### src/rtl/spnh_pkg.sv
// Shared types, constants and helpers for the prefix/decimal-nonce SHA-1 core.
`timescale 1ns / 1ps
package spnh_pkg;

  localparam int unsigned DIGITS      = 10;   // a 32-bit value has at most 10 decimal digits
  localparam int unsigned ROUNDS      = 80;
  localparam int unsigned PREFIX_WDS  = 5;
  localparam int unsigned CFG_AW      = 5;    // byte address 0..31
  localparam int unsigned LEN_W       = 4;    // digit count 1..10

  localparam logic [31:0] IV0 = 32'h67452301;
  localparam logic [31:0] IV1 = 32'hEFCDAB89;
  localparam logic [31:0] IV2 = 32'h98BADCFE;
  localparam logic [31:0] IV3 = 32'h10325476;
  localparam logic [31:0] IV4 = 32'hC3D2E1F0;

  localparam logic [31:0] K0 = 32'h5A827999;
  localparam logic [31:0] K1 = 32'h6ED9EBA1;
  localparam logic [31:0] K2 = 32'h8F1BBCDC;
  localparam logic [31:0] K3 = 32'hCA62C1D6;

  localparam logic [7:0] ASCII_ZERO = 8'h30;
  localparam logic [7:0] PAD_BYTE   = 8'h80;

  // reciprocal of 10: q = (v * RECIP10) >> 35 is exact for any 32-bit v
  localparam logic [31:0] RECIP10   = 32'hCCCCCCCD;
  localparam int unsigned RECIP_SH  = 35;

  // configuration register indexes
  localparam logic [2:0] REG_PREFIX0 = 3'd0;
  localparam logic [2:0] REG_PREFIX4 = 3'd4;

  // decimal conversion stage contents
  typedef struct packed {
    logic [31:0]              rem;    // value still to convert
    logic [DIGITS-1:0][3:0]   dig;    // least significant digit at index 0
    logic [31:0]              nonce;
  } spnh_dig_t;

  // compression stage contents: working variables and 16-word schedule window
  typedef struct packed {
    logic [31:0]         a;
    logic [31:0]         b;
    logic [31:0]         c;
    logic [31:0]         d;
    logic [31:0]         e;
    logic [15:0][31:0]   w;   // w[0] is the word used by the current round
    logic [31:0]         nonce;
  } spnh_rnd_t;

  function automatic logic [31:0] spnh_round_k(input int unsigned r);
    logic [31:0] k;
    if (r < 20) k = K0;
    else if (r < 40) k = K1;
    else if (r < 60) k = K2;
    else k = K3;
    return k;
  endfunction

endpackage

### src/rtl/spnh_msg_build.sv
// Message block assembly: prefix, decimal text, pad byte and length word.
`timescale 1ns / 1ps
module spnh_msg_build
  import spnh_pkg::*;
(
  input  logic                           clk,
  input  logic                           rst_n,
  input  logic                           en,
  input  logic                           in_valid,
  input  spnh_dig_t                      in_data,
  input  logic [PREFIX_WDS-1:0][31:0]    prefix,
  output logic                           out_valid,
  output spnh_rnd_t                      out_data
);

  logic              valid_r;
  spnh_rnd_t         data_r;
  spnh_rnd_t         data_nxt;
  logic [LEN_W-1:0]  len;
  logic [39:0]       dig_flat;
  logic [47:0]       dig_top;
  logic [5:0]        shamt;
  logic [7:0]        byte_v;

  always_comb begin
    // digit count: position of the highest nonzero digit, at least one
    len = LEN_W'(1);
    for (int j = 1; j < DIGITS; j++) begin
      if (in_data.dig[j] != 4'd0) len = LEN_W'(j + 1);
    end

    dig_flat = in_data.dig;
    // left-justify so the most significant digit sits in the top nibble;
    // two spare nibbles below keep every byte slot's select in range
    shamt    = 6'({2'd0, LEN_W'(DIGITS)} - {2'd0, len}) << 2;
    dig_top  = {dig_flat, 8'd0} << shamt;

    data_nxt       = '0;
    data_nxt.a     = IV0;
    data_nxt.b     = IV1;
    data_nxt.c     = IV2;
    data_nxt.d     = IV3;
    data_nxt.e     = IV4;
    data_nxt.nonce = in_data.nonce;
    for (int i = 0; i < PREFIX_WDS; i++) begin
      data_nxt.w[i] = prefix[i];
    end
    // text bytes start at byte 20, i.e. word 5; 12 byte slots cover words 5..7
    for (int k = 0; k < 12; k++) begin
      if (k < DIGITS && LEN_W'(k) < len) begin
        byte_v = ASCII_ZERO | {4'd0, dig_top[4*(11-k) +: 4]};
      end else if (LEN_W'(k) == len) begin
        byte_v = PAD_BYTE;
      end else begin
        byte_v = 8'd0;
      end
      data_nxt.w[PREFIX_WDS + k/4][8*(3-(k%4)) +: 8] = byte_v;
    end
    data_nxt.w[15] = 32'd160 + {25'd0, len, 3'd0};
  end

  always_ff @(posedge clk) begin
    if (!rst_n) begin
      valid_r <= 1'b0;
    end else if (en) begin
      valid_r <= in_valid;
    end
  end

  always_ff @(posedge clk) begin
    if (en) begin
      data_r <= data_nxt;
    end
  end

  assign out_valid = valid_r;
  assign out_data  = data_r;

endmodule

### config.mk
export PLATFORM = sky130hd
export DESIGN_NAME = spnh_msg_build
export DESIGN_NICKNAME = d
export VERILOG_FILES = /design/src/rtl/spnh_pkg.sv /design/src/rtl/spnh_msg_build.sv
export SDC_FILE = /design/constraint.sdc
export NUM_CORES = 1
export LEC_CHECK = 0
export BUFFER_PORTS_ARGS = -buffer_cell sky130_fd_sc_hd__buf_2
export CAP_MARGIN = 20
export CORE_AREA = 2 2 376 378
export DETAILED_ROUTE_END_ITERATION = 8
export DIE_AREA = 0 0 378 380
export HOLD_SLACK_MARGIN = 0.12
export REMOVE_ABC_BUFFERS = 1
export SYNTH_ARGS = -nofsm -noshare
export SYNTH_HDL_FRONTEND = slang
export SYNTH_SLANG_ARGS = --single-unit
### constraint.sdc
create_clock -name clk -period 4.3 [get_ports clk]
set_input_delay 0.215 -clock clk [delete_from_list [all_inputs] [get_ports clk]]
set_output_delay 0.215 -clock clk [all_outputs]
set_load 0.1 [all_outputs]
* Word-level counts from Yosys, hierarchy flattened
Index checks and enable logic that the tools add are counted.
** Word-level totals
- Register bits after elaboration :: 321
- Output and inout bits :: 705
** Operators by class
- Reduce and logical (&&, ||, !) cells :: 10
- Multiplexer cells :: 31
- Add/sub/neg operators :: 2
- Equality and inequality tests :: 11
- $lt $le $gt $ge :: 10
- Shifts and indexed selects :: 1
** Operators by type and width (count)
- 2-to-1 mux 8 bit :: 12
- 2-to-1 mux 4 bit :: 13
- left shift 48 x 6 -> 48 bit :: 1
- nonzero test 4 bit :: 9
- == test 3 x 4 -> 1 bit (first input constant) :: 4
- == test 4 bit (first input constant) :: 4
- less-than comparator 3 x 4 -> 1 bit (first input constant) :: 4
- 2-to-1 mux 3 bit :: 4
- adder 8 x 7 -> 9 bit (first input constant) :: 1
- == test 2 x 4 -> 1 bit (first input constant) :: 2
- less-than comparator 1 x 4 -> 1 bit (first input constant) :: 2
- less-than comparator 2 x 4 -> 1 bit (first input constant) :: 2
- less-than comparator 4 bit (first input constant) :: 2
- == test 1 x 4 -> 1 bit (first input constant) :: 1
- zero test 4 bit :: 1
- 2-to-1 mux 2 bit :: 2
- subtractor 4 bit (first input constant) :: 1

* Logic depth before layout (Yosys ltp)
- Depth in word-level cells :: 13
- Gate-level depth with buffers :: 15
- Depth with buffers taken out :: 11

* Worst setup path after synthesis
Ideal clock, no wire load.
- Kind :: input to register
- Start :: input in_data[41] in the netlist's numbering
- End :: register data_r (netlist bit out_data[193]), data pin
- Slack :: 734 ps
- Required time :: 4037 ps
- Arrival time :: 3303 ps
- Cell stages on the path :: 13
- Buffers on the path :: 4
- Library setup time :: 263 ps
- Cells stage by stage :: or4_1 > o211ai_2 > o211ai_2 > a22o_1 > buf_6 > clkinv_1 > buf_2 > ha_1 > clkinv_1 > clkbuf_1 > clkbuf_1 > mux4_2 > o2bb2ai_1
** Between the ends
- Longest elaborated chain between the ends :: 12
** Ends and longest elaborated chain
- from (decl) :: line spnh_msg_build.sv:10 : input spnh_dig_t in_data,
- nonzero test 4 bit :: line spnh_msg_build.sv:29 : if (in_data.dig[j] != 4'd0) len = LEN_W'(j + 1);
- 2-to-1 mux 2 bit :: line spnh_msg_build.sv:29
- 2-to-1 mux 3 bit (4 in series) :: line spnh_msg_build.sv:29
- 2-to-1 mux 4 bit (3 in series) :: line spnh_msg_build.sv:29
- subtractor 4 bit :: line spnh_msg_build.sv:35 : shamt = 6'({2'd0, LEN_W'(DIGITS)} - {2'd0, len}) << 2;
- left shift 48 x 6 -> 48 bit :: line spnh_msg_build.sv:36 : dig_top = {dig_flat, 8'd0} << shamt;
- 2-to-1 mux 4 bit (*) :: line spnh_msg_build.sv:50 : if (k < DIGITS && LEN_W'(k) < len) begin
- to (signal assigned) :: line spnh_msg_build.sv:72 : data_r <= data_nxt;
- to (decl) :: line spnh_msg_build.sv:17 : spnh_rnd_t data_r;
Mark *: on every way between the ends. The rest lies on a longest branch, timed or not.
A chain may end at the register's enable or synchronous reset.

* Final worst setup path
- Start :: input in_data[68] in the netlist's numbering
- End :: register data_r (netlist bit out_data[273]), data pin
** Between the ends
- Longest elaborated chain between the ends :: 5
** Ends and longest elaborated chain (line)
- nonzero test 4 bit (*) :: spnh_msg_build.sv:29
- 2-to-1 mux 4 bit (*) :: spnh_msg_build.sv:29
- subtractor 4 bit :: spnh_msg_build.sv:35
- left shift 48 x 6 -> 48 bit :: spnh_msg_build.sv:36
- 2-to-1 mux 4 bit (*) :: spnh_msg_build.sv:50
Marked as above.

==> metrics.yaml <==
status:
  outcome: "finished, final reports clean"
flow_run:
  cap_violations: 0
setup_path:
  path_buf_inv: 3
  cp_slowest_stage_delay_ns: 0.63
  worstPathArrival_ns: 3.82
  path_cells: "dlygate4sd3_1, buf_2, or4_1, nor3_2, nand2_2, ha_1, buf_4, o21ai_0, nand4_1, nor2_1"
  cp-start-kind: "input pin"
  endpoint_kind: "flip-flop"
  required_ns: 4.68
  crit_fanout: 8
  cp_top_family: "simple AND/OR/NAND/NOR gates"
  setup.worst_path.class: "input pin to flip-flop"
  crit_path_top_delay_cell: "or4_1"
sta:
  fin_skew_ns: 0
  rsz0062_at_grt: "no"
  slew_headroom: 0.431
  hold_violations: 0
  finalSetupViolations: 0
  worst_pin_slew_ns: 0.859
  tns_ns: 0
  min_period_ns: 3.43
  period_share: 0.798
  fmax_mhz: 291
  final-max-slew-violation-count: 0
power_and_ir_drop:
  switching_share: 0.488
  power.density_mw_per_mm2: 528
  switching_power_mw: 5.03
  total_power_mw: 10.3
  worst_ir_drop_vdd_uv: 274
  p_int_mw: 5.27
  seqPwrFrac: 0.302
  pwr-share-comb: 0.394
  clkPwrFrac: 0.304
  leakagePower_nw: 8.15
synth:
  syn_area_mm2: 0.0130
  synth_edf_count: 260
  syn_inst: 949
  synth-seq-cells: 261
  synth_flop_cell: "edfxtp_1"
  yosysSeqAreaShare: 0.603
  async_flop_share: 0
  syn_avg_cell_area_um2: 13.7
  synth_warnings: 0
  synth.distinct_cells: 46
place:
  port_buffers: 506
  gp_congestion: 0.765
  placement.cell_area_mm2: 0.0163
  dp_hpwl_um: 64500
grt:
  grt_pass1_vias: 8760
  grt_antenna_before_repair: 55
  met2_usage: 0.167
  grt-ovfl-total: 0
  grtUsageTotal: 0.0981
  met1_usage: 0.108
  grt_max_degree: 86
  grt_pass1_wl_um: 90500
  top_usage_layer: "met2"
  use_met3: 0.0533
die:
  initial_core_util: 0.0932
  rows: 137
  io_pins: 973
  dieHeight_um: 380
  die_area_mm2: 0.144
  die_w_um: 378
  core_mm2: 0.139
finish:
  area_growth_pct: 50.4
  multi_input_area_mm2: 0.00328
  final_cell_mix: "505 x buf_2, 434 x conb_1, 260 x edfxtp_1"
  seqCellArea_mm2: 0.00783
  nFillCells: 15800
  finalInstanceArea_mm2: 0.0195
  drive_gt1_frac: 0.362
  nets: 1966
  layout_commonest_cell: "buf_2"
cts:
  numCtsBuffers: 36
  cts.sinks: 261
  cts_root_buf: "clkbuf_16"
  worstSkewPairLatency_ns: 0.56
  clk_pin_slew_worst_paths_ns: 0.06
  cts.htree.levels: 2
  clockBufferDepth: 3
  post_cts_buffers: 0
  cts_tree: "built"
routing:
  vias: 9266
  vias_per_cell: 2.57
  drt_iter0_markers: 420
  firstDrtPassIters: 4
  drc: 0
  wirelength_um: 74500
  routedWlPerCell_um: 20.7
  antenna_left: 0
min_path:
  hold_path.class: "input pin to flip-flop"
-- registers in the layout (all words and copies together) (netlist names) --
signal	flops
out_data	260
out_valid	1
-- power groups by stage --
stage	sequential [mW]	clock, mW	combinational, mW
global placement	3.16	0	3.91
global route	3.13	3.37	4.17
detailed placement	3.16	0	3.91
CTS	3.11	3.29	4.09
floorplan	4.66	0	1.74
finish	3.11	3.13	4.06
-- worst reg2reg max path, delay by kind of cell, from the launching register on --
kind                   cells  cell delay [ns]
DFF                        1             0.30
muxes                      1             0.12
and+or+nand+nor            1             0.06
buffers and inverters      1             0.55
-- Yosys cell counts (2+ instances only) --
master / number / area (µm²)
or4_1: 7 / 52.6
nor4_1: 7 / 43.8
clkbuf_1: 9 / 33.8
nor2_1: 22 / 82.6
mux4_2: 16 / 360
a32o_1: 4 / 40.0
buf_6: 2 / 22.5
a21oi_2: 2 / 17.5
a221oi_1: 4 / 35.0
nor3_1: 8 / 40.0
and3_1: 8 / 50.1
a31oi_1: 7 / 43.8
conb_1: 2 / 7.51
a211o_1: 5 / 43.8
clkinv_1: 2 / 7.51
inv_1: 16 / 60.1
mux2i_1: 13 / 130
a22o_1: 5 / 43.8
nand3_1: 6 / 30.0
buf_2: 5 / 25.0
edfxtp_1: 260 / 7810
nand4_1: 6 / 37.5
a21oi_1: 9 / 45.0
ha_1: 8 / 100
o211ai_2: 2 / 25.0
nor2b_1: 4 / 25.0
and2_1: 6 / 37.5
o2bb2ai_1: 4 / 35.0
nand2_1: 30 / 113
o311ai_1: 3 / 26.3
buf_4: 445 / 3340
a221o_1: 8 / 80.1
-- final timing paths --
| path | start | endpoint | slack (ns) | depth (start not counted) |
|---|---|---|---|---|
| setup reg to reg | out_valid$_SDFFE_PN0P_ | out_valid$_SDFFE_PN0P_ | 3.16 | 3 |
| setup / recovery | in_data[68] | out_data[273]$_SDFFCE_PP0P_ | 0.87 | 10 |
| hold reg to reg | out_valid$_SDFFE_PN0P_ | out_valid$_SDFFE_PN0P_ | 1.05 | 3 |
| hold / removal | en | out_data[25]$_DFFE_PP_ | 0.17 | 1 |
-- area by class of cell --
cell class	instances	area share
clock inverters	23	0.0137
repair buffers	732	0.244
well taps	1876	0.120
clock buffers	41	0.0482
inverters	18	0.00346
multi-input cells	641	0.168
flip-flops and latches	261	0.401
diodes	8	0.00103
-- per-layer routing --
metal / vias up / share of wire
li1: 3987 / -
met5: - / 0.00017
met2: 653 / 0.48
met1: 4491 / 0.37
met3: 133 / 0.13
met4: 2 / 0.022
-- kinds of logic after synthesis --
group / synth area share
flip-flops: 0.603
XOR/XNOR: 0.00193
AO/OA/AOI/OAI: 0.0365
other: 0.000579
multiplexers: 0.0378
buffers and inverters: 0.269
AND/OR/NAND/NOR: 0.0432
adder cells (fa/ha/maj): 0.00772
-- through the flow --
step                setup WS, ns  hold WS, ns   util  instances
CTS                        0.847        0.125  0.140       3592
global placement           0.779        0.391  0.117       3331
detailed placement         0.824        0.393  0.117       3331
finish                     0.866        0.169  0.140       3600
floorplan                  -1.82        0.314      -        920
global route               0.639        0.122  0.140       3595
-- what timing repair did --
action | 4_1_cts | 5_1_grt
hold endpoints to repair | 200 | 0
hold buffers | 197 | 0
gates resized for setup | 0 | 0
Note: power is estimated with default switching activity, not from simulation.
