### config.mk
export PLATFORM = sky130hd
export DESIGN_NAME = spnh_round_cell
export DESIGN_NICKNAME = d
export VERILOG_FILES = /design/src/rtl/spnh_pkg.sv /design/src/rtl/spnh_round_cell.sv
export SDC_FILE = /design/constraint.sdc
export NUM_CORES = 1
export LEC_CHECK = 0
export ABC_AREA = 1
export BUFFER_PORTS_ARGS = -buffer_cell sky130_fd_sc_hd__buf_2
export CAP_MARGIN = 10
export CORE_AREA = 2 2 547 549
export CTS_BUF_LIST = sky130_fd_sc_hd__clkbuf_4 sky130_fd_sc_hd__clkbuf_8 sky130_fd_sc_hd__clkbuf_16
export CTS_CLUSTER_SIZE = 24
export DETAILED_ROUTE_END_ITERATION = 7
export DIE_AREA = 0 0 549 551
export RECOVER_POWER = 50
export SYNTH_ARGS = -nofsm -noshare
export SYNTH_HDL_FRONTEND = slang
export SYNTH_SLANG_ARGS = --single-unit
### constraint.sdc
create_clock -name clk -period 3.8 [get_ports clk]
set_input_delay 0.19 -clock clk [delete_from_list [all_inputs] [get_ports clk]]
set_output_delay 0.19 -clock clk [all_outputs]
set_load 0.01 [all_outputs]
### src/rtl/spnh_pkg.sv
// Shared types, constants and helpers for the prefix/decimal-nonce SHA-1 core.
`timescale 1ns / 1ps
package spnh_pkg;

  localparam int unsigned DIGITS      = 10;   // a 32-bit value has at most 10 decimal digits
  localparam int unsigned ROUNDS      = 80;
  localparam int unsigned PREFIX_WDS  = 5;
  localparam int unsigned CFG_AW      = 5;    // byte address 0..31
  localparam int unsigned LEN_W       = 4;    // digit count 1..10

  localparam logic [31:0] IV0 = 32'h67452301;
  localparam logic [31:0] IV1 = 32'hEFCDAB89;
  localparam logic [31:0] IV2 = 32'h98BADCFE;
  localparam logic [31:0] IV3 = 32'h10325476;
  localparam logic [31:0] IV4 = 32'hC3D2E1F0;

  localparam logic [31:0] K0 = 32'h5A827999;
  localparam logic [31:0] K1 = 32'h6ED9EBA1;
  localparam logic [31:0] K2 = 32'h8F1BBCDC;
  localparam logic [31:0] K3 = 32'hCA62C1D6;

  localparam logic [7:0] ASCII_ZERO = 8'h30;
  localparam logic [7:0] PAD_BYTE   = 8'h80;

  // reciprocal of 10: q = (v * RECIP10) >> 35 is exact for any 32-bit v
  localparam logic [31:0] RECIP10   = 32'hCCCCCCCD;
  localparam int unsigned RECIP_SH  = 35;

  // configuration register indexes
  localparam logic [2:0] REG_PREFIX0 = 3'd0;
  localparam logic [2:0] REG_PREFIX4 = 3'd4;

  // decimal conversion stage contents
  typedef struct packed {
    logic [31:0]              rem;    // value still to convert
    logic [DIGITS-1:0][3:0]   dig;    // least significant digit at index 0
    logic [31:0]              nonce;
  } spnh_dig_t;

  // compression stage contents: working variables and 16-word schedule window
  typedef struct packed {
    logic [31:0]         a;
    logic [31:0]         b;
    logic [31:0]         c;
    logic [31:0]         d;
    logic [31:0]         e;
    logic [15:0][31:0]   w;   // w[0] is the word used by the current round
    logic [31:0]         nonce;
  } spnh_rnd_t;

  function automatic logic [31:0] spnh_round_k(input int unsigned r);
    logic [31:0] k;
    if (r < 20) k = K0;
    else if (r < 40) k = K1;
    else if (r < 60) k = K2;
    else k = K3;
    return k;
  endfunction

endpackage

### src/rtl/spnh_round_cell.sv
// One SHA-1 round cell with its step of the message schedule.
`timescale 1ns / 1ps
module spnh_round_cell
  import spnh_pkg::*;
#(
  parameter int unsigned ROUND = 0
) (
  input  logic      clk,
  input  logic      rst_n,
  input  logic      en,
  input  logic      in_valid,
  input  spnh_rnd_t in_data,
  output logic      out_valid,
  output spnh_rnd_t out_data
);

  localparam int unsigned PHASE = ROUND / 20;
  localparam logic [31:0] KVAL  = spnh_round_k(ROUND);

  logic        valid_r;
  spnh_rnd_t   data_r;
  spnh_rnd_t   data_nxt;
  logic [31:0] f;
  logic [31:0] sx;

  always_comb begin
    case (PHASE)
      0:       f = (in_data.b & in_data.c) | (~in_data.b & in_data.d);
      2:       f = (in_data.b & in_data.c) | (in_data.b & in_data.d) |
                   (in_data.c & in_data.d);
      default: f = in_data.b ^ in_data.c ^ in_data.d;
    endcase

    // next schedule word W[i+16] from the window
    sx = in_data.w[13] ^ in_data.w[8] ^ in_data.w[2] ^ in_data.w[0];

    data_nxt       = in_data;
    data_nxt.a     = {in_data.a[26:0], in_data.a[31:27]} + f + in_data.e + KVAL + in_data.w[0];
    data_nxt.b     = in_data.a;
    data_nxt.c     = {in_data.b[1:0], in_data.b[31:2]};
    data_nxt.d     = in_data.c;
    data_nxt.e     = in_data.d;
    data_nxt.w     = {{sx[30:0], sx[31]}, in_data.w[15:1]};
  end

  always_ff @(posedge clk) begin
    if (!rst_n) begin
      valid_r <= 1'b0;
    end else if (en) begin
      valid_r <= in_valid;
    end
  end

  always_ff @(posedge clk) begin
    if (en) begin
      data_r <= data_nxt;
    end
  end

  assign out_valid = valid_r;
  assign out_data  = data_r;

endmodule
* Yosys cells after proc, flatten, opt, wreduce, memory -nomap -nowiden *
Index checks and enable logic that the tools add are counted.

word-level totals
  bits in registers = 705
  input bits = 708
  output and inout bits = 705
  logic and storage cells = 34

cells by class
  add/subtract/negate cells = 4
  bitwise gates (word level) = 7

operators with widths
  cell                    count
  $add 32x32->32          3
  $xor 32x32->32          3
  $and 32x32->32          2
  $add 32x31->32 const B  1
  $not 32->32             1
  $or 32x32->32           1

* Longest topological paths before layout *
Gate-level depths: netlist (run 1).

  word-level depth = 7
  mapped depth = 18
  depth with buffers taken out = 18

* Worst setup path before layout (run 1) *
Ideal clock, no wire load.

  path type = input to register
  from = input port in_data[33] (netlist bit)
  to = register data_r (netlist bit out_data[701]), data pin
  setup time = 0.252 ns
  arrival time = 2.823 ns
  required time = 3.548 ns
  path slack = 0.724 ns
  stages = 16
  path buffers = 0
  cells stage by stage = inv_1 fa_1 fa_1 inv_1 ha_1 ha_1 inv_1 fa_1 inv_1 nand3_1 nand3_1 nand3_1 nand3_1 nand2_1 nand3_1 nand2_1

RTL lines
  what                  line                   source
  start, declared       spnh_round_cell.sv:12  input spnh_rnd_t in_data,
  end signal, assigned  spnh_round_cell.sv:56  data_r <= data_nxt;
  end, declared         spnh_round_cell.sv:21  spnh_rnd_t data_r;

==> results of run 1 <==
## state kept, by name, indices dropped and copies added, names as in the netlist
name,count
out_data,704
out_valid,1
## placed cells by master, fill, tap and decap left out, types with 18 or more instances in the layout
| master | count |
|---|---|
| ha_1 | 63 |
| buf_4 | 41 |
| buf_2 | 1075 |
| dlygate4sd3_1 | 675 |
| xor2_1 | 48 |
| mux2_2 | 22 |
| clkbuf_16 | 96 |
| a21oi_1 | 21 |
| inv_1 | 281 |
| clkbuf_4 | 18 |
| fa_1 | 61 |
| xnor2_1 | 67 |
| nand2_1 | 225 |
| edfxtp_1 | 704 |
| clkbuf_1 | 342 |
| nor2_1 | 35 |
| nand3_1 | 24 |
| diode_2 | 29 |
## final cells by class
class | instances | share of cell area
Multi-Input combinational cell | 609 | 0.0974
Antenna cell | 29 | 0.00148
Timing Repair Buffer | 2148 | 0.284
Sequential cell | 705 | 0.432
Clock inverter | 60 | 0.0117
Tap cell | 3939 | 0.101
Clock buffer | 111 | 0.0514
Inverter | 281 | 0.0215
## worst paths after layout
path / start / endpoint / slack, ns / cells after the start
max reg2reg: out_valid / out_valid / 2.60 / 3
min: in_data[390] / out_data[358] / 0.10 / 2
min reg2reg: out_valid / out_valid / 1.10 / 3
max: in_data[48] / out_data[698] / 0.29 / 16
## through the flow
stage | hold WS, ns | power, uW | setup TNS, ns
after floorplan | 0.283 | 12400 | 0
after global placement | 0.367 | 16500 | -0.118
after detailed placement | 0.368 | 16400 | -0.0787
after CTS | 0.00414 | 26500 | 0
after global routing | 0.0458 | 27200 | 0
final | 0.105 | 25800 | 0
## worst max-delay path: stages
cell and delay, ns:
dlygate4sd3_1 0.55, buf_2 0.13, inv_1 0.06, fa_1 0.62
buf_12 0.13, inv_1 0.06, fa_1 0.42, fa_1 0.54
ha_1 0.40, nand2_1 0.15, buf_4 0.16, nor3_2 0.25
and2_1 0.16, nand2_1 0.07, nand3_1 0.08, nand2_1 0.06
## timing repair
| action | CTS | global route |
|---|---|---|
| setup buffers | 0 | 0 |
| endpoints found under the hold margin | 708 | 0 |
| hold buffers | 675 | 0 |
## report_power, final
group,switching [uW],internal (uW),total [uW],leakage (uW)
clock,3870,5240,9100,0.00149
sequential,414,9580,10000,0.00690
combinational,4330,2420,6750,0.0114
## cells by family after synthesis
kind of cell,share of synthesized area
AO/OA/AOI/OAI,0.00566
AND/OR/NAND/NOR,0.0468
adder cells (fa/ha/maj),0.0745
XOR/XNOR,0.0373
buffers and inverters,0.0391
multiplexers,0.0125
flip-flops,0.784
## layer usage
metal / vias to the layer above / track usage
met4: 14 / 0.0496
met1: 11524 / 0.157
met5: - / 0.00563
li1: 10015 / -
met2: 1482 / 0.223
met3: 351 / 0.0710
==> impl_metrics.py, run 1 <==
metrics = {
    "run_status": {
        "violations": "max-capacitance violations, max-slew violations",
        "status": "finished, violations left",
    },
    "run": {
        "cap_violations": 1,
    },
    "place": {
        "dp_hpwl_um": 190000,
        "io_buffer_count": 1412,
        "gp_congestion": 0.971,
        "placed_cell_area_sq_mm": 0.0396,
        "place_ws_ns": -0.0300,
        "dp.cells": 7007,
    },
    "setup_path": {
        "startpoint_type": "primary input",
        "crit_type": "primary input to flop",
        "arrival_ns": 4.06,
        "path_max_fanout": 4,
        "end_kind": "flop",
        "critPathRequiredTime_ns": 4.35,
    },
    "die": {
        "die_x_um": 549,
        "dieArea_sq_mm": 0.302,
        "die_y_um": 551,
        "num_io_pins": 1413,
        "num_rows": 200,
        "start_util": 0.0911,
        "coreArea_sq_mm": 0.296,
    },
    "global_route": {
        "grt_first_pass_wirelength_um": 268000,
        "grt_pass1_vias": 24751,
        "grtUsageTotal": 0.139,
        "overflow": 0,
        "grt_max_degree": 106,
        "antenna_found_initial": 116,
    },
    "synth": {
        "synth.area.top_cells": "edfxtp_1, fa_1, inv_1",
        "synth_top_flop_cell": "edfxtp_1",
        "async_flop_share": 0,
        "ys_ff_latch": 705,
        "synth_warnings": 0,
        "ys_seq_area_frac": 0.784,
        "synth_nets": 2427,
        "synth.distinct_cells": 23,
        "yosysMostFrequentCell": "edfxtp_1",
        "postSynthCellCount": 1595,
        "synth_top_cell_by_area": "edfxtp_1",
        "syn_area_sq_mm": 0.0270,
        "synth_top_area_share": 0.783,
        "syn_area_per_cell_sq_um": 16.9,
        "synthTopCellsByCount": "edfxtp_1, inv_1, nand2_1",
        "synth_edf_count": 704,
    },
    "power": {
        "p_leak_uw": 0.0198,
        "ir_worst_vdd_uv": 360,
        "power_density_mw_per_mm2": 528,
    },
    "sta": {
        "finalCritPeriodShare": 0.924,
        "fin_crit_ns": 3.51,
        "tightest_slew_ns": 1.91,
        "hold_viol": 0,
        "rsz0062_at_grt": "no",
        "skew_ns": 0,
        "setup_viol": 0,
        "final_max_slew_viol_count": 72,
        "final.setup.worst_slack_ns": 0.288,
        "relSlewSlack": -0.272,
        "max_freq_mhz": 285,
    },
    "final_layout": {
        "nFillCells": 32827,
        "utilization": 0.165,
        "area_growth_pct": 81.5,
        "regArea_sq_mm": 0.0212,
        "multiInputGateArea_sq_mm": 0.00477,
        "final_cells": 7882,
        "drive_gt1_frac": 0.338,
        "fin_nets": 4673,
        "final_cell_area_sq_mm": 0.0490,
    },
    "worst_hold_path": {
        "hold_class": "primary input to flop",
    },
    "drt": {
        "routedWlPerCell_um": 27.9,
        "wl_met2_um": 98900,
        "wl_um": 220000,
        "dr.first_iter.drc_count": 1850,
        "met1_length_um": 84000,
        "drcViolationCount": 0,
        "drt.antenna.violating_nets": 0,
        "vias": 23386,
        "drt-vias-per-instance": 2.97,
        "routed.top_layer": "met5",
        "met3_length_um": 28200,
        "drt_pass1_iterations": 7,
    },
    "clock_tree": {
        "htree_levels": 3,
        "cts_buffer_depth": 4,
        "path_clk_slew_ns": 0.06,
        "cts-root-buf": "clkbuf_16",
        "post_cts_resized": 0,
        "cts.sinks": 705,
        "tritoncts": "done",
        "clkLatencyLatePin_ns": 0.79,
        "numCtsBuffers": 96,
    },
}
(Power assumes the default switching activity.)
==> run 2, diff against run 1 <==
--- a/config.mk
+++ b/config.mk
@@ -6,13 +6,13 @@
 export NUM_CORES = 1
 export LEC_CHECK = 0
 export ABC_AREA = 1
-export BUFFER_PORTS_ARGS = -buffer_cell sky130_fd_sc_hd__buf_2
 export CAP_MARGIN = 10
-export CORE_AREA = 2 2 547 549
+export CORE_AREA = 2 2 557 559
 export CTS_BUF_LIST = sky130_fd_sc_hd__clkbuf_4 sky130_fd_sc_hd__clkbuf_8 sky130_fd_sc_hd__clkbuf_16
 export CTS_CLUSTER_SIZE = 24
 export DETAILED_ROUTE_END_ITERATION = 7
-export DIE_AREA = 0 0 549 551
+export DIE_AREA = 0 0 559 561
+export DONT_BUFFER_PORTS = 1
 export RECOVER_POWER = 50
 export SYNTH_ARGS = -nofsm -noshare
 export SYNTH_HDL_FRONTEND = slang
==> impl_metrics.py, run 2 (same netlist as run 1, synthesis figures left out) <==
metrics = {
    "sta": {
        "relSlewSlack": -0.618,
        "tns_ns": 0,
        "hold_viol": 0,
        "fin_crit_ns": 3.08,
        "rsz0062_at_grt": "no",
        "finalCritPeriodShare": 0.810,
        "tightest_slew_ns": 2.43,
        "setup_viol": 0,
        "timing.hold.ws_ns": 0.0411,
        "final_max_slew_viol_count": 166,
        "max_freq_mhz": 325,
        "skew_ns": 0,
    },
    "run": {
        "cap_violations": 1,
    },
    "power": {
        "clkPwrFrac": 0.378,
        "comb_power_share": 0.188,
        "power_density_mw_per_mm2": 555,
        "sw_frac_of_total": 0.336,
        "p_switching_uw": 8660,
        "p_leak_uw": 0.0167,
        "totalPowerFinal_uw": 25800,
        "ir_worst_vdd_uv": 320,
        "internal_power_uw": 17100,
        "seqPwrFrac": 0.434,
    },
    "run_status": {
        "status": "finished, violations left",
        "violations": "max-capacitance violations, max-slew violations",
    },
    "final_layout": {
        "area_growth_pct": 72.1,
        "nFillCells": 33781,
        "final_common_cell": "dlygate4sd3_1",
        "layout_common_cells": "dlygate4sd3_1, edfxtp_1, inv_1",
        "fin_nets": 3609,
        "utilization": 0.151,
        "drive_gt1_frac": 0.0803,
        "largest_register_ffs": 704,
    },
    "global_route": {
        "grt_max_degree": 707,
        "grt_use_met2": 0.214,
        "grtUsageTotal": 0.139,
        "met3_usage": 0.0850,
        "antenna_found_initial": 186,
        "busiest_layer": "met2",
        "met1_usage": 0.150,
        "grt_first_pass_wirelength_um": 274000,
        "grt_pass1_vias": 20783,
        "overflow": 0,
    },
    "place": {
        "gp_congestion": 1.25,
        "io_buffer_count": 0,
        "dp_hpwl_um": 181000,
    },
    "setup_path": {
        "crit_top_cell": "nand3_1",
        "path_max_fanout": 3,
        "path_delay_family": "buffers and inverters",
        "end_kind": "flop",
        "crit_chain": "dlygate4sd3_1, dlygate4sd3_1, mux2_2, ha_1, ha_1, inv_1, fa_1, inv_1, nand3_1, nand3_1, nand3_1, nand3_1, nand2_1, nand3_1, nand2_1",
        "critPathRequiredTime_ns": 4.32,
        "crit_type": "primary input to flop",
        "cpPeakStageDelay_ns": 0.59,
        "arrival_ns": 3.60,
        "slowest_stage": "dlygate4sd3_1",
        "crit_buf_inv": 4,
        "startpoint_type": "primary input",
    },
    "die": {
        "die_y_um": 561,
        "start_util": 0.0877,
        "num_io_pins": 1413,
        "die_x_um": 559,
        "coreArea_sq_mm": 0.308,
        "num_rows": 204,
        "dieArea_sq_mm": 0.314,
    },
    "drt": {
        "drt.antenna.violating_nets": 0,
        "vias": 20062,
        "drt-vias-per-instance": 2.85,
        "routedWlPerCell_um": 32.2,
        "drt_pass1_iterations": 5,
        "dr.first_iter.drc_count": 1470,
        "drcViolationCount": 0,
        "wl_um": 227000,
    },
    "worst_hold_path": {
        "hold_class": "primary input to flop",
    },
    "clock_tree": {
        "clkLatencyLatePin_ns": 0.81,
        "tritoncts": "done",
        "post_cts_resized": 0,
        "postCtsSetupRepairBufs": 0,
        "cts-root-buf": "clkbuf_16",
        "cts_buffer_depth": 4,
        "htree_levels": 3,
        "cts.sinks": 705,
        "path_clk_slew_ns": 0.06,
        "numCtsBuffers": 98,
        "cts_hold_buffers": 1054,
    },
}
==> run 2: stage by stage <==
step	cell area, sq um	std cells	setup WS (ns)
6_report	46400	7044	0.723
5_1_grt	46400	7020	0.560
4_1_cts	46200	6967	0.765
3_5_place_dp	32300	5738	-0.0452
3_3_place_gp	32300	5738	-0.0498
2_1_floorplan	27000	1595	0.724
==> run 2: cell type report <==
cell class / instances / area [sq um] / area share
repair buffers: 1082 / 10800 / 0.234
clock buffers: 106 / 2530 / 0.0545
flip-flops and latches: 705 / 21200 / 0.456
inverters: 281 / 1050 / 0.0227
diodes: 72 / 180 / 0.00388
clock inverters: 69 / 743 / 0.0160
well taps: 4120 / 5150 / 0.111
multi-input cells: 609 / 4770 / 0.103
==> run 2: path summary, 6_finish.rpt <==
path / from / endpoint / slack, ns / cells past startpoint
worst max register to register: out_valid / out_valid / 1.95 / 4
worst max-delay path: in_data[640] / out_data[701] / 0.72 / 15
worst min register to register: out_valid / out_valid / 1.70 / 4
worst min-delay path: en / out_data[260] / 0.04 / 1
==> run 2: routing by layer <==
metal	part of all wire	vias up
li1	-	7976
met1	0.36	9882
met2	0.43	1696
met3	0.14	482
met4	0.060	26
met5	0.00091	-
==> run 2: power by group through the flow <==
stage	clock network [uW]	logic, uW	registers (uW)
floorplan	0	2060	10400
global placement	0	3720	11400
detailed placement	0	3670	11300
CTS	10200	4870	11200
global route	10400	5410	11300
finish	9750	4850	11200
==> run 3, diff against run 2 <==
==> constraint.sdc (replaced) <==
create_clock -name clk -period 2.55 [get_ports clk]
set_input_delay 0.1275 -clock clk [delete_from_list [all_inputs] [get_ports clk]]
set_output_delay 0.1275 -clock clk [all_outputs]
set_load 0.01 [all_outputs]
==> impl_metrics.py, run 3 (same netlist as run 1, synthesis figures left out) <==
metrics = {
    "run": {
        "cap_violations": 2,
    },
    "sta": {
        "skew_ns": 0,
        "relSlewSlack": -0.541,
        "rsz0062_at_grt": "yes",
        "fin_crit_ns": 2.46,
        "hold_viol": 137,
        "max_freq_mhz": 407,
        "setup_viol": 0,
        "tightest_slew_ns": 2.31,
        "final_max_slew_viol_count": 196,
        "timing.hold.ws_ns": -0.591,
        "finalCritPeriodShare": 0.963,
        "final.setup.worst_slack_ns": 0.0938,
        "tns_ns": 0,
    },
    "setup_path": {
        "crit_type": "primary input to flop",
        "path_delay_family": "adder cells",
        "r2r_cells": 4,
        "r2r_start": "out_valid",
        "critPathRequiredTime_ns": 3.07,
        "path_max_fanout": 5,
        "cpPeakStageDelay_ns": 0.72,
        "crit_chain": "inv_1, fa_2, inv_2, fa_2, fa_2, ha_4, nand2_2, inv_1, nand2_1, nand2_1, inv_1, nand2_1, a21oi_1, nand2_1, nand2_1, nand2_1",
        "crit_top_cell": "nand2_1",
        "startpoint": "in_data[48]",
        "arrival_ns": 2.98,
        "slowest_stage": "fa_2",
        "worstReg2RegEnd": "out_valid",
        "crit_buf_inv": 4,
        "startpoint_type": "primary input",
        "reg2reg_slack_ns": 0.72,
        "end_kind": "flop",
    },
    "clock_tree": {
        "clkLatencyLatePin_ns": 0.80,
        "htree_levels": 3,
        "cts_buffer_depth": 4,
        "cts.sinks": 705,
        "path_clk_slew_ns": 0.07,
        "cts-root-buf": "clkbuf_16",
        "tritoncts": "done",
        "numCtsBuffers": 101,
    },
    "global_route": {
        "met1_usage": 0.148,
        "overflow": 0,
        "grt_max_degree": 707,
        "grtUsageTotal": 0.139,
        "grt_pass1_vias": 21527,
        "busiest_layer": "met2",
        "grt_first_pass_wirelength_um": 275000,
        "antenna_found_initial": 102,
        "grt_use_met2": 0.215,
        "met3_usage": 0.0914,
    },
    "run_status": {
        "status": "finished, violations left",
        "violations": "negative hold slack, max-capacitance violations, max-slew violations",
    },
    "place": {
        "dp_hpwl_um": 180000,
        "io_buffer_count": 0,
        "place_ws_ns": -1.03,
        "dp.cells": 5800,
        "gp_congestion": 1.20,
    },
    "final_layout": {
        "layout_common_cells": "dlygate4sd3_1, edfxtp_1, inv_1",
        "final_common_cell": "dlygate4sd3_1",
        "drive_gt1_frac": 0.133,
        "largest_register_ffs": 704,
        "area_growth_pct": 81.1,
        "fin_nets": 3810,
        "final_cells": 7228,
    },
    "die": {
        "start_util": 0.0877,
        "coreArea_sq_mm": 0.308,
        "dieArea_sq_mm": 0.314,
        "die_x_um": 559,
        "die_y_um": 561,
        "num_rows": 204,
        "num_io_pins": 1413,
    },
    "drt": {
        "dr.first_iter.drc_count": 1369,
        "vias": 20523,
        "drt_pass1_iterations": 5,
        "routedWlPerCell_um": 31.7,
        "drcViolationCount": 0,
        "drt-vias-per-instance": 2.84,
        "drt.antenna.violating_nets": 0,
        "wl_um": 229000,
    },
    "worst_hold_path": {
        "whs_path_depth": 0,
        "hp-start": "en",
        "hold_end": "out_data[169]",
        "hold_class": "primary input to flop",
    },
    "power": {
        "ir_worst_vdd_uv": 474,
        "power_density_mw_per_mm2": 825,
        "p_leak_uw": 0.0177,
    },
}
-- run 3: changes by cell type in the layout (fill, tap and decap cells not counted), sizes merged, moves of 5 or more --
cell	delta
inv	-6
buf	+65
clkbuf	+11
dlygate4sd3	+129
clkinv	+5
diode	-18
-- run 3: area by class of cell --
class,instances,area (sq um)
repair buffers,1280,12700
inverters,281,1080
flip-flops and latches,705,21200
multi-input cells,609,5260
fillers,33648,259000
well taps,4120,5150
clock inverters,66,681
clock buffers,113,2650
diodes,54,135
-- run 3: power breakdown --
group | total (uW) | internal [uW] | switching (uW)
combinational | 8850 | 4080 | 4770
sequential | 16800 | 14400 | 2420
clock | 14700 | 8400 | 6280
-- run 3: worst reg2reg max path, delay by kind of cell (launching register included) --
kind | cells | cell delay (ns)
buffers and inverters | 2 | 1.18
DFF | 1 | 0.35
AOI/OAI and AO/OA | 2 | 0.19
-- run 3: timing repair --
item	in CTS	in global routing
pin swaps	1	6
hold endpoints to repair	1296	199
endpoints found under the setup margin	7	11
cloned	0	1
gates resized for setup	14	26
setup buffers	0	1
hold buffers	1182	8
-- run 3: through the flow --
step,instance area [sq um],power (uW),utilization
after floorplan,27300,19000,-
after global placement,33200,23900,0.108
after detailed placement,33200,23800,0.108
after CTS,48400,40900,0.157
after global routing,48900,42500,0.159
final,48900,40300,0.159
-- run 3: worst max-delay path by stage --
| stage | cells after the start | slack, ns | to |
|---|---|---|---|
| finish | 16 | 0.09 | out_data[698] |
| global route | 18 | -0.03 | out_data[696] |
| CTS | 18 | 0.05 | out_data[696] |
| detailed placement | 16 | -1.03 | out_data[695] |
| global placement | 16 | -1.09 | out_data[695] |
| floorplan | 16 | -0.22 | out_data[697] |
-- run 3: per-layer routing --
metal	vias up	wire [um]
li1	8356	-
met1	10198	82500
met2	1565	100000
met3	398	34400
met4	6	11700
met5	-	40
